**src/hdl/ppsup_pkg.sv**
```systemverilog
// ----------------------------------------------------------------------------
// ppsup_pkg
// Types and constants shared by the pump pressure supervisor modules.
// ----------------------------------------------------------------------------
`default_nettype none

package ppsup_pkg;

   localparam int REQ_TDATA_W = 48;
   localparam int REQ_TUSER_W = 2;
   localparam int RSP_TDATA_W = 72;
   localparam int CSR_INDEX_W = 3;
   localparam int CSR_DATA_W  = 16;

   localparam logic [CSR_INDEX_W-1:0] REG_LOW_PRESSURE  = 3'd0;
   localparam logic [CSR_INDEX_W-1:0] REG_HIGH_PRESSURE = 3'd1;
   localparam logic [CSR_INDEX_W-1:0] REG_MAX_RUNTIME   = 3'd2;
   localparam logic [CSR_INDEX_W-1:0] REG_SUSPEND_SECS  = 3'd3;
   localparam logic [CSR_INDEX_W-1:0] REG_MIN_TEMP      = 3'd4;

   localparam logic [11:0] LOW_PRESSURE_RST  = 12'd250;
   localparam logic [11:0] HIGH_PRESSURE_RST = 12'd400;
   localparam logic [15:0] MAX_RUNTIME_RST   = 16'd600;
   localparam logic [15:0] SUSPEND_SECS_RST  = 16'd600;
   localparam logic [12:0] MIN_TEMP_RST      = 13'd30;

   localparam logic [1:0] MODE_ALARM   = 2'd0;
   localparam logic [1:0] MODE_SECOND  = 2'd1;
   localparam logic [1:0] MODE_CONTROL = 2'd2;

   localparam logic [9:0] TEMP_RAW_MIN = 10'd350;
   localparam logic [9:0] TEMP_RAW_MAX = 10'd700;

   // alarm flag bit positions
   localparam int FLAG_SENSOR  = 0;
   localparam int FLAG_COLD    = 1;
   localparam int FLAG_RUNTIME = 2;
   localparam int FLAG_MEMORY  = 3;

   typedef struct packed {
      logic [11:0]        low_pressure;
      logic [11:0]        high_pressure;
      logic [15:0]        max_runtime_seconds;
      logic [15:0]        suspend_seconds;
      logic signed [12:0] min_temperature;
   } cfg_type;

   typedef struct packed {
      logic [1:0]         mode;
      logic [11:0]        pressure_value;
      logic [9:0]         pressure_raw_average;
      logic [9:0]         temp_raw_average;
      logic signed [12:0] temperature_value;
      logic               mem_short;
      logic               sensors_ready;
      logic               updating;
   } req_item_type;

   typedef struct packed {
      logic        pump_on;
      logic        suspended;
      logic        sensor_alarm;
      logic        cold_alarm;
      logic        runtime_alarm;
      logic        memory_alarm;
      logic [31:0] seconds_in_state;
      logic [15:0] start_total;
      logic [15:0] suspension_total;
   } rsp_item_type;

endpackage

`default_nettype wire

```
**src/hdl/ppsup_csr.sv**
```systemverilog
// ----------------------------------------------------------------------------
// ppsup_csr
// Threshold and timing registers, written through the plain write port.
// ----------------------------------------------------------------------------
`default_nettype none

module ppsup_csr (
   input  wire logic                             clock,
   input  wire logic                             reset,
   input  wire logic                             csr_we,
   input  wire logic [ppsup_pkg::CSR_INDEX_W-1:0] csr_index,
   input  wire logic [ppsup_pkg::CSR_DATA_W-1:0]  csr_wdata,
   output ppsup_pkg::cfg_type                    cfg
);
   import ppsup_pkg::*;

   cfg_type cfg_ff;
   cfg_type cfg_in;

   always_comb begin
      cfg_in = cfg_ff;
      if (csr_we) begin
         case (csr_index)
            REG_LOW_PRESSURE:  cfg_in.low_pressure        = csr_wdata[11:0];
            REG_HIGH_PRESSURE: cfg_in.high_pressure       = csr_wdata[11:0];
            REG_MAX_RUNTIME:   cfg_in.max_runtime_seconds = csr_wdata[15:0];
            REG_SUSPEND_SECS:  cfg_in.suspend_seconds     = csr_wdata[15:0];
            REG_MIN_TEMP:      cfg_in.min_temperature     = $signed(csr_wdata[12:0]);
            default: ;
         endcase
      end
   end

   always_ff @(posedge clock) begin
      if (reset) begin
         cfg_ff.low_pressure        <= LOW_PRESSURE_RST;
         cfg_ff.high_pressure       <= HIGH_PRESSURE_RST;
         cfg_ff.max_runtime_seconds <= MAX_RUNTIME_RST;
         cfg_ff.suspend_seconds     <= SUSPEND_SECS_RST;
         cfg_ff.min_temperature     <= $signed(MIN_TEMP_RST);
      end else begin
         cfg_ff <= cfg_in;
      end
   end

   assign cfg = cfg_ff;

endmodule

`default_nettype wire

```
**src/hdl/ppsup_core.sv**
```systemverilog
// ----------------------------------------------------------------------------
// ppsup_core
// Pump state, alarm flags and suspension timer, updated once per tick.
// ----------------------------------------------------------------------------
`default_nettype none

module ppsup_core (
   input  wire logic                   clock,
   input  wire logic                   reset,
   input  wire logic                   step_en,
   input  ppsup_pkg::req_item_type     item,
   input  ppsup_pkg::cfg_type          cfg,
   output ppsup_pkg::rsp_item_type     result
);
   import ppsup_pkg::*;

   logic        running_ff,     running_in;
   logic [31:0] age_ff,         age_in;
   logic [15:0] starts_ff,      starts_in;
   logic [15:0] timer_ff,       timer_in;
   logic [15:0] suspensions_ff, suspensions_in;
   logic [3:0]  flags_ff,       flags_in;

   logic       sens;
   logic       cold;
   logic       rt;
   logic [3:0] flags_alarm;
   logic       request;

   assign sens = (item.temp_raw_average < TEMP_RAW_MIN) ||
                 (item.temp_raw_average > TEMP_RAW_MAX) ||
                 (item.pressure_raw_average == 10'd0);
   assign cold = $signed(item.temperature_value) < $signed(cfg.min_temperature);
   assign rt   = running_ff && (age_ff > {16'd0, cfg.max_runtime_seconds});

   assign flags_alarm = {item.mem_short,
                         item.updating ? flags_ff[2:0] : {rt, cold, sens}};
   assign request     = |(flags_ff & ~flags_alarm);

   always_comb begin
      running_in     = running_ff;
      age_in         = age_ff;
      starts_in      = starts_ff;
      timer_in       = timer_ff;
      suspensions_in = suspensions_ff;
      flags_in       = flags_ff;
      if (step_en && item.sensors_ready) begin
         case (item.mode)
            MODE_ALARM: begin
               flags_in = flags_alarm;
               if (flags_alarm == 4'd0) begin
                  if (request) begin
                     timer_in       = 16'd1;
                     suspensions_in = suspensions_ff + 16'd1;
                  end else if (timer_ff >= cfg.suspend_seconds) begin
                     timer_in = 16'd0;
                  end
               end
            end
            MODE_SECOND: begin
               age_in = age_ff + 32'd1;
               if (flags_ff == 4'd0 && timer_ff != 16'd0 &&
                   timer_ff < cfg.suspend_seconds) begin
                  timer_in = timer_ff + 16'd1;
               end
            end
            MODE_CONTROL: begin
               if (!running_ff) begin
                  if (item.pressure_value <= cfg.low_pressure &&
                      item.pressure_raw_average != 10'd0 && flags_ff == 4'd0 &&
                      (timer_ff == 16'd0 || timer_ff > cfg.suspend_seconds)) begin
                     running_in = 1'b1;
                     age_in     = 32'd0;
                     starts_in  = starts_ff + 16'd1;
                  end
               end else if (item.pressure_value >= cfg.high_pressure ||
                            flags_ff != 4'd0) begin
                  running_in = 1'b0;
                  age_in     = 32'd0;
               end
            end
            default: ;
         endcase
      end
   end

   always_ff @(posedge clock) begin
      if (reset) begin
         running_ff     <= 1'b0;
         age_ff         <= 32'd0;
         starts_ff      <= 16'd0;
         timer_ff       <= 16'd0;
         suspensions_ff <= 16'd0;
         flags_ff       <= 4'd0;
      end else begin
         running_ff     <= running_in;
         age_ff         <= age_in;
         starts_ff      <= starts_in;
         timer_ff       <= timer_in;
         suspensions_ff <= suspensions_in;
         flags_ff       <= flags_in;
      end
   end

   always_comb begin
      result.pump_on          = running_in;
      result.suspended        = (timer_in != 16'd0);
      result.sensor_alarm     = flags_in[FLAG_SENSOR];
      result.cold_alarm       = flags_in[FLAG_COLD];
      result.runtime_alarm    = flags_in[FLAG_RUNTIME];
      result.memory_alarm     = flags_in[FLAG_MEMORY];
      result.seconds_in_state = age_in;
      result.start_total      = starts_in;
      result.suspension_total = suspensions_in;
   end

endmodule

`default_nettype wire

```
**src/hdl/pump_pressure_supervisor_top.sv**
```systemverilog
// ----------------------------------------------------------------------------
// pump_pressure_supervisor_top
// Pressure-band pump supervisor with alarm, second and control ticks.
//
//   channel | direction | transfer when
//   req_    | in        | req_tvalid & req_tready
//   rsp_    | out       | rsp_tvalid & rsp_tready
//   csr_    | in        | csr_we
//
// One tick per cycle sustained while rsp_tready stays high.
// A tick passes through the input register, the state update and the output register.
// While a result waits on rsp_tready the input register takes at most one
// tick, then req_tready drops until the result moves on.
// Reset is synchronous; it clears the valid flags, state and thresholds and
// holds req_tready low.
// ----------------------------------------------------------------------------
`default_nettype none

module pump_pressure_supervisor_top (
   input  wire logic                                clock,
   input  wire logic                                reset,
   input  wire logic                                req_tvalid,
   output      logic                                req_tready,
   // pressure_value, pressure_raw_average, temp_raw_average, temperature_value,
   // mem_short, sensors_ready, updating
   input  wire logic [ppsup_pkg::REQ_TDATA_W-1:0]   req_tdata,
   // mode
   input  wire logic [ppsup_pkg::REQ_TUSER_W-1:0]   req_tuser,
   output      logic                                rsp_tvalid,
   input  wire logic                                rsp_tready,
   // pump_on, suspended, sensor_alarm, cold_alarm, runtime_alarm, memory_alarm,
   // seconds_in_state, start_total, suspension_total, zero fill
   output      logic [ppsup_pkg::RSP_TDATA_W-1:0]   rsp_tdata,
   input  wire logic                                csr_we,
   input  wire logic [ppsup_pkg::CSR_INDEX_W-1:0]   csr_index,
   input  wire logic [ppsup_pkg::CSR_DATA_W-1:0]    csr_wdata
);
   import ppsup_pkg::*;

   cfg_type      cfg;
   req_item_type req_item;
   req_item_type item_ff;
   rsp_item_type result;
   rsp_item_type out_ff;
   logic         in_valid_ff, in_valid_in;
   logic         out_valid_ff, out_valid_in;
   logic         advance;
   logic         step_en;
   logic         req_fire;

   assign req_item.mode                 = req_tuser;
   assign req_item.pressure_value       = req_tdata[11:0];
   assign req_item.pressure_raw_average = req_tdata[21:12];
   assign req_item.temp_raw_average     = req_tdata[31:22];
   assign req_item.temperature_value    = $signed(req_tdata[44:32]);
   assign req_item.mem_short            = req_tdata[45];
   assign req_item.sensors_ready        = req_tdata[46];
   assign req_item.updating             = req_tdata[47];

   assign advance    = !out_valid_ff || rsp_tready;
   assign step_en    = in_valid_ff && advance;
   assign req_tready = !reset && (!in_valid_ff || advance);
   assign req_fire   = req_tvalid && req_tready;

   assign in_valid_in  = req_fire ? 1'b1 : (step_en ? 1'b0 : in_valid_ff);
   assign out_valid_in = advance ? in_valid_ff : out_valid_ff;

   ppsup_csr u_csr (
      .clock     (clock),
      .reset     (reset),
      .csr_we    (csr_we),
      .csr_index (csr_index),
      .csr_wdata (csr_wdata),
      .cfg       (cfg)
   );

   ppsup_core u_core (
      .clock   (clock),
      .reset   (reset),
      .step_en (step_en),
      .item    (item_ff),
      .cfg     (cfg),
      .result  (result)
   );

   always_ff @(posedge clock) begin
      if (reset) begin
         in_valid_ff  <= 1'b0;
         out_valid_ff <= 1'b0;
      end else begin
         in_valid_ff  <= in_valid_in;
         out_valid_ff <= out_valid_in;
      end
   end

   always_ff @(posedge clock) begin
      if (req_fire) begin
         item_ff <= req_item;
      end
      if (step_en) begin
         out_ff <= result;
      end
   end

   assign rsp_tvalid = out_valid_ff;
   assign rsp_tdata  = {2'b00,
                        out_ff.suspension_total,
                        out_ff.start_total,
                        out_ff.seconds_in_state,
                        out_ff.memory_alarm,
                        out_ff.runtime_alarm,
                        out_ff.cold_alarm,
                        out_ff.sensor_alarm,
                        out_ff.suspended,
                        out_ff.pump_on};

endmodule

`default_nettype wire

```
**config.mk**
```make
export PLATFORM = sky130hd
export DESIGN_NAME = pump_pressure_supervisor_top
export DESIGN_NICKNAME = d
export VERILOG_FILES = /design/src/hdl/ppsup_pkg.sv /design/src/hdl/ppsup_csr.sv /design/src/hdl/ppsup_core.sv /design/src/hdl/pump_pressure_supervisor_top.sv
export SDC_FILE = /design/constraint.sdc
export NUM_CORES = 1
export LEC_CHECK = 0
export ABC_AREA = 1
export ABC_CLOCK_PERIOD_IN_PS = 4200
export BUFFER_PORTS_ARGS = -buffer_cell sky130_fd_sc_hd__buf_2
export CORE_AREA = 5 5 184 186
export CTS_BUF_LIST = sky130_fd_sc_hd__clkbuf_8
export DETAILED_ROUTE_END_ITERATION = 6
export DIE_AREA = 0 0 189 191
export PLACE_DENSITY = 0.62
export RECOVER_POWER = 50
export SYNTH_ARGS = -nofsm -noshare
export SYNTH_HDL_FRONTEND = slang
export SYNTH_SLANG_ARGS = --single-unit
```
**constraint.sdc**
```tcl
create_clock -name clock -period 4.2 [get_ports clock]
set_input_delay 0.84 -clock clock [delete_from_list [all_inputs] [get_ports clock]]
set_output_delay 0.84 -clock clock [all_outputs]
set_load 0.02 [all_outputs]
```
==> flow_summary.yaml <==
critical_path:
  worstPathArrival_ns: 3.33
  cp.depth: 5
  crit_path_start_kind: "input port"
  path_class: "in2reg"
  endpoint_kind: "flip-flop"
  r2r-end: "rsp_tdata[1]$_DFFE_PP_"
  worstPathBufferInverterCount: 3
  r2r.worst_path.cells: 20
  required_ns: 4.30
  worstReg2RegStart: "u_core.timer_ff[7]$_SDFF_PP0_"
  worst-path-max-fanout: 50
  crit_chain: "clkbuf_1, inv_1, nand2_1, nor2_4, clkbuf_1"
  crit_path_frequent_cell: "clkbuf_1"
  max_stage_delay_ns: 1.96
  slowest_stage: "clkbuf_1"
  cp_top_family: "buffers and inverters"
  ff2ff_setup_slack_ns: 0.98
cts:
  cts_sinks: 276
  cts_made_buffers: 48
  clock_path_buffers: 3
  cts_tree: "built"
  holdBufCountCts: 0
  clkSlewWorstSetupHoldPaths_ns: 0.06
  clock_latency_ns: 0.56
  htree_levels: 2
  cts_resized: 0
  root_buffer: "clkbuf_8"
  post_cts_buffers: 0
place:
  post-place-ws_ns: 0.9271
  gp_congestion: 0.8763
  port_buffers: 145
  dpl.hpwl_um: 25400
die:
  core_sq_um: 32120
  fp.dieH_um: 191
  start_util_pct: 43.94
  fp.dieArea_sq_um: 36100
  floorplan.rows: 66
  die_w_um: 189
  pin_count: 148
cells_and_area:
  regArea_sq_um: 6726
  multiInputGateArea_sq_um: 5967
  nNetsFinal: 2090
  final_common_cell: "nand2_1"
  diodes: 0
  layout-drive-gt1-share_pct: 13.22
  layout-area-overhead-vs-synth_pct: 14.16
  n_fill_cell: 3123
  layout_common_cells: "389 x nand2_1, 335 x inv_1, 158 x nor2_1"
synthesis:
  yosys.area.top_type: "edfxtp_1"
  synth_top_area_share_pct: 25.53
  mappedNetlistArea_sq_um: 14120
  netlist-cell-type-count: 54
  ys_seq_area_share_pct: 47.65
  yosys_warnings: 0
  synthTopCellsByArea: "edfxtp_1 26%, dfxtp_1 22%, nand2_1 10%"
  ys_ff_latch: 276
  syn_inst: 1778
  avgSynthCellArea_sq_um: 7.939
sta:
  tns_ns: 0
  max_freq_ghz: 0.3090
  layout_min_cycle_time_ns: 3.236
  slew-limit-headroom_pct: -86.86
  worstMarginPinSlew_ns: 2.803
  setup_ws_ns: 0.9640
  setup_viol: 0
  period_share_pct: 77.05
  clock_skew_ns: 0.01820
  hold_violations: 0
  rsz0062_at_grt: "no"
  drv_slew: 280
power_and_ir_drop:
  power_density_nw_per_um2: 349.9
  ir_drop_mv: 0.2386
  p_leak_nw: 7.470
global_routing:
  grt_first_pass_wirelength_um: 56540
  grt_antenna_before_repair: 0
  grt-ovfl-total: 0
  grt_pass1_vias: 11270
  globalRouteTotalUtil_pct: 19.13
  grt_max_degree: 81
status:
  violations: "capacitance limit, slew limit"
  status: "complete, but fails checks"
routing:
  postRouteAntennaNets: 0
  drt_iter0_drc: 692
  drtPass1Iterations: 5
  vias: 11810
  wirelength_um: 34810
  drc: 0
  viasPerCell: 4.955
  post_drt_wl_per_cell_um: 14.61
min_path:
  min_to: "item_ff[41]$_DFFE_PP_"
  hp-start: "req_tdata[5]"
  min_path_cells: 1
  min_path_type: "in2reg"
flow_run:
  maxCapViolations: 4
-- final cells by class --
class                   instances  share of cell area (%)
flip-flops and latches        276                   41.74
inverters                     324                   7.570
well taps                     408                   3.168
repair buffers                160                   5.016
clock buffers                  51                   4.356
clock inverters                34                   1.126
multi-input cells            1130                   37.03
-- sequential cells by signal, summed over array words and instances, names as in the netlist --
register               cells
in_valid_ff                1
item_ff                   50
rsp_tdata                 70
rsp_tvalid                 1
u_core.age_ff             32
u_core.flags_ff            4
u_core.running_ff          1
u_core.starts_ff          16
u_core.suspensions_ff     16
u_core.timer_ff           16
u_csr.cfg                 69
-- Yosys cell counts (all sizes together) --
master and number:
nor3 37, nor3b 1, a31oi 5, nor2 176, edfxtp 120, a41oi 3, o21ai 122, or2 6
conb 1, nand3 68, nand2 400, a22oi 3, clkbuf 36, inv 323, nor4 11, a21boi 4
and3 1, buf 13, a21o 1, dfxtp 156, a21oi 124, o31ai 1, clkinv 1, nand3b 1
o21a 1, o211ai 24, and2 11, nand4 25, a211oi 4, ha 76, o21bai 2, xor2 20
a31o 1
-- logic make-up (layout without fill, tap and decap cells) --
group                    count (synthesis)  in the layout  synth area share [%]
AND/OR/NAND/NOR                        737            737                 22.76
flip-flops                             276            276                 47.65
AO/OA/AOI/OAI                          295            295                 11.43
other                                    1              2               0.02657
adder cells (fa/ha/maj)                 76             76                 6.736
buffers and inverters                  373            569                 10.16
XOR/XNOR                                20             20                 1.241
-- worst register-to-register path, stage by stage (launching register included) --
cell	delay, ns
dfxtp_1	0.54
ha_1	0.32
nand2_1	0.07
inv_1	0.03
nor2_1	0.09
o21a_1	0.13
nand2_1	0.05
nand2_1	0.09
nand2_2	0.07
inv_1	0.07
nand2_1	0.23
inv_1	0.37
nand3_1	0.19
nand2_1	0.14
nand2_1	0.06
nand2_1	0.11
nand2_1	0.06
nor2_1	0.13
nand2_1	0.07
nor2_1	0.09
nand2_1	0.06
-- per-layer routing --
layer	share of wire [%]	up-vias	GRT usage (%)
met2	45	281	31.64
met4	2.4	0	5.605
met1	47	5379	26.05
met5	0	-	0
li1	-	6082	-
met3	5.5	65	3.050
-- where the power goes --
part	switching, mW	total [mW]	leakage, nW	internal, mW
sequential	0.0413	2.94	2.40	2.90
clock	1.08	2.26	0.533	1.19
combinational	0.300	0.435	4.54	0.136
total	1.42	5.64	7.47	4.22
-- worst max-delay path by stage --
stage	startpoint	to	slack, ns
2_1_floorplan	rsp_tready	rsp_tdata[1]$_DFFE_PP_	0.58
3_3_place_gp	rsp_tready	rsp_tdata[1]$_DFFE_PP_	0.96
3_5_place_dp	rsp_tready	rsp_tdata[1]$_DFFE_PP_	0.93
4_1_cts	u_core.timer_ff[7]$_SDFF_PP0_	rsp_tdata[1]$_DFFE_PP_	0.99
5_1_grt	u_core.timer_ff[7]$_SDFF_PP0_	rsp_tdata[1]$_DFFE_PP_	0.58
6_report	reset	item_ff[8]$_DFFE_PP_	0.96
-- metrics by stage --
stage	power (mW)	cell area (sq um)	util, %	instances	hold slack (ns)
2_1_floorplan	3.263	14130	-	1779	0.4353
4_1_cts	5.725	16150	50.26	2383	0.4128
3_3_place_gp	3.422	15260	47.51	2298	0.4491
5_1_grt	5.907	16120	50.17	2383	0.4079
3_5_place_dp	3.434	15260	47.51	2298	0.4533
6_report	5.638	16120	50.17	2383	0.4508
No activity file was read; power rests on OpenSTA's default activity.
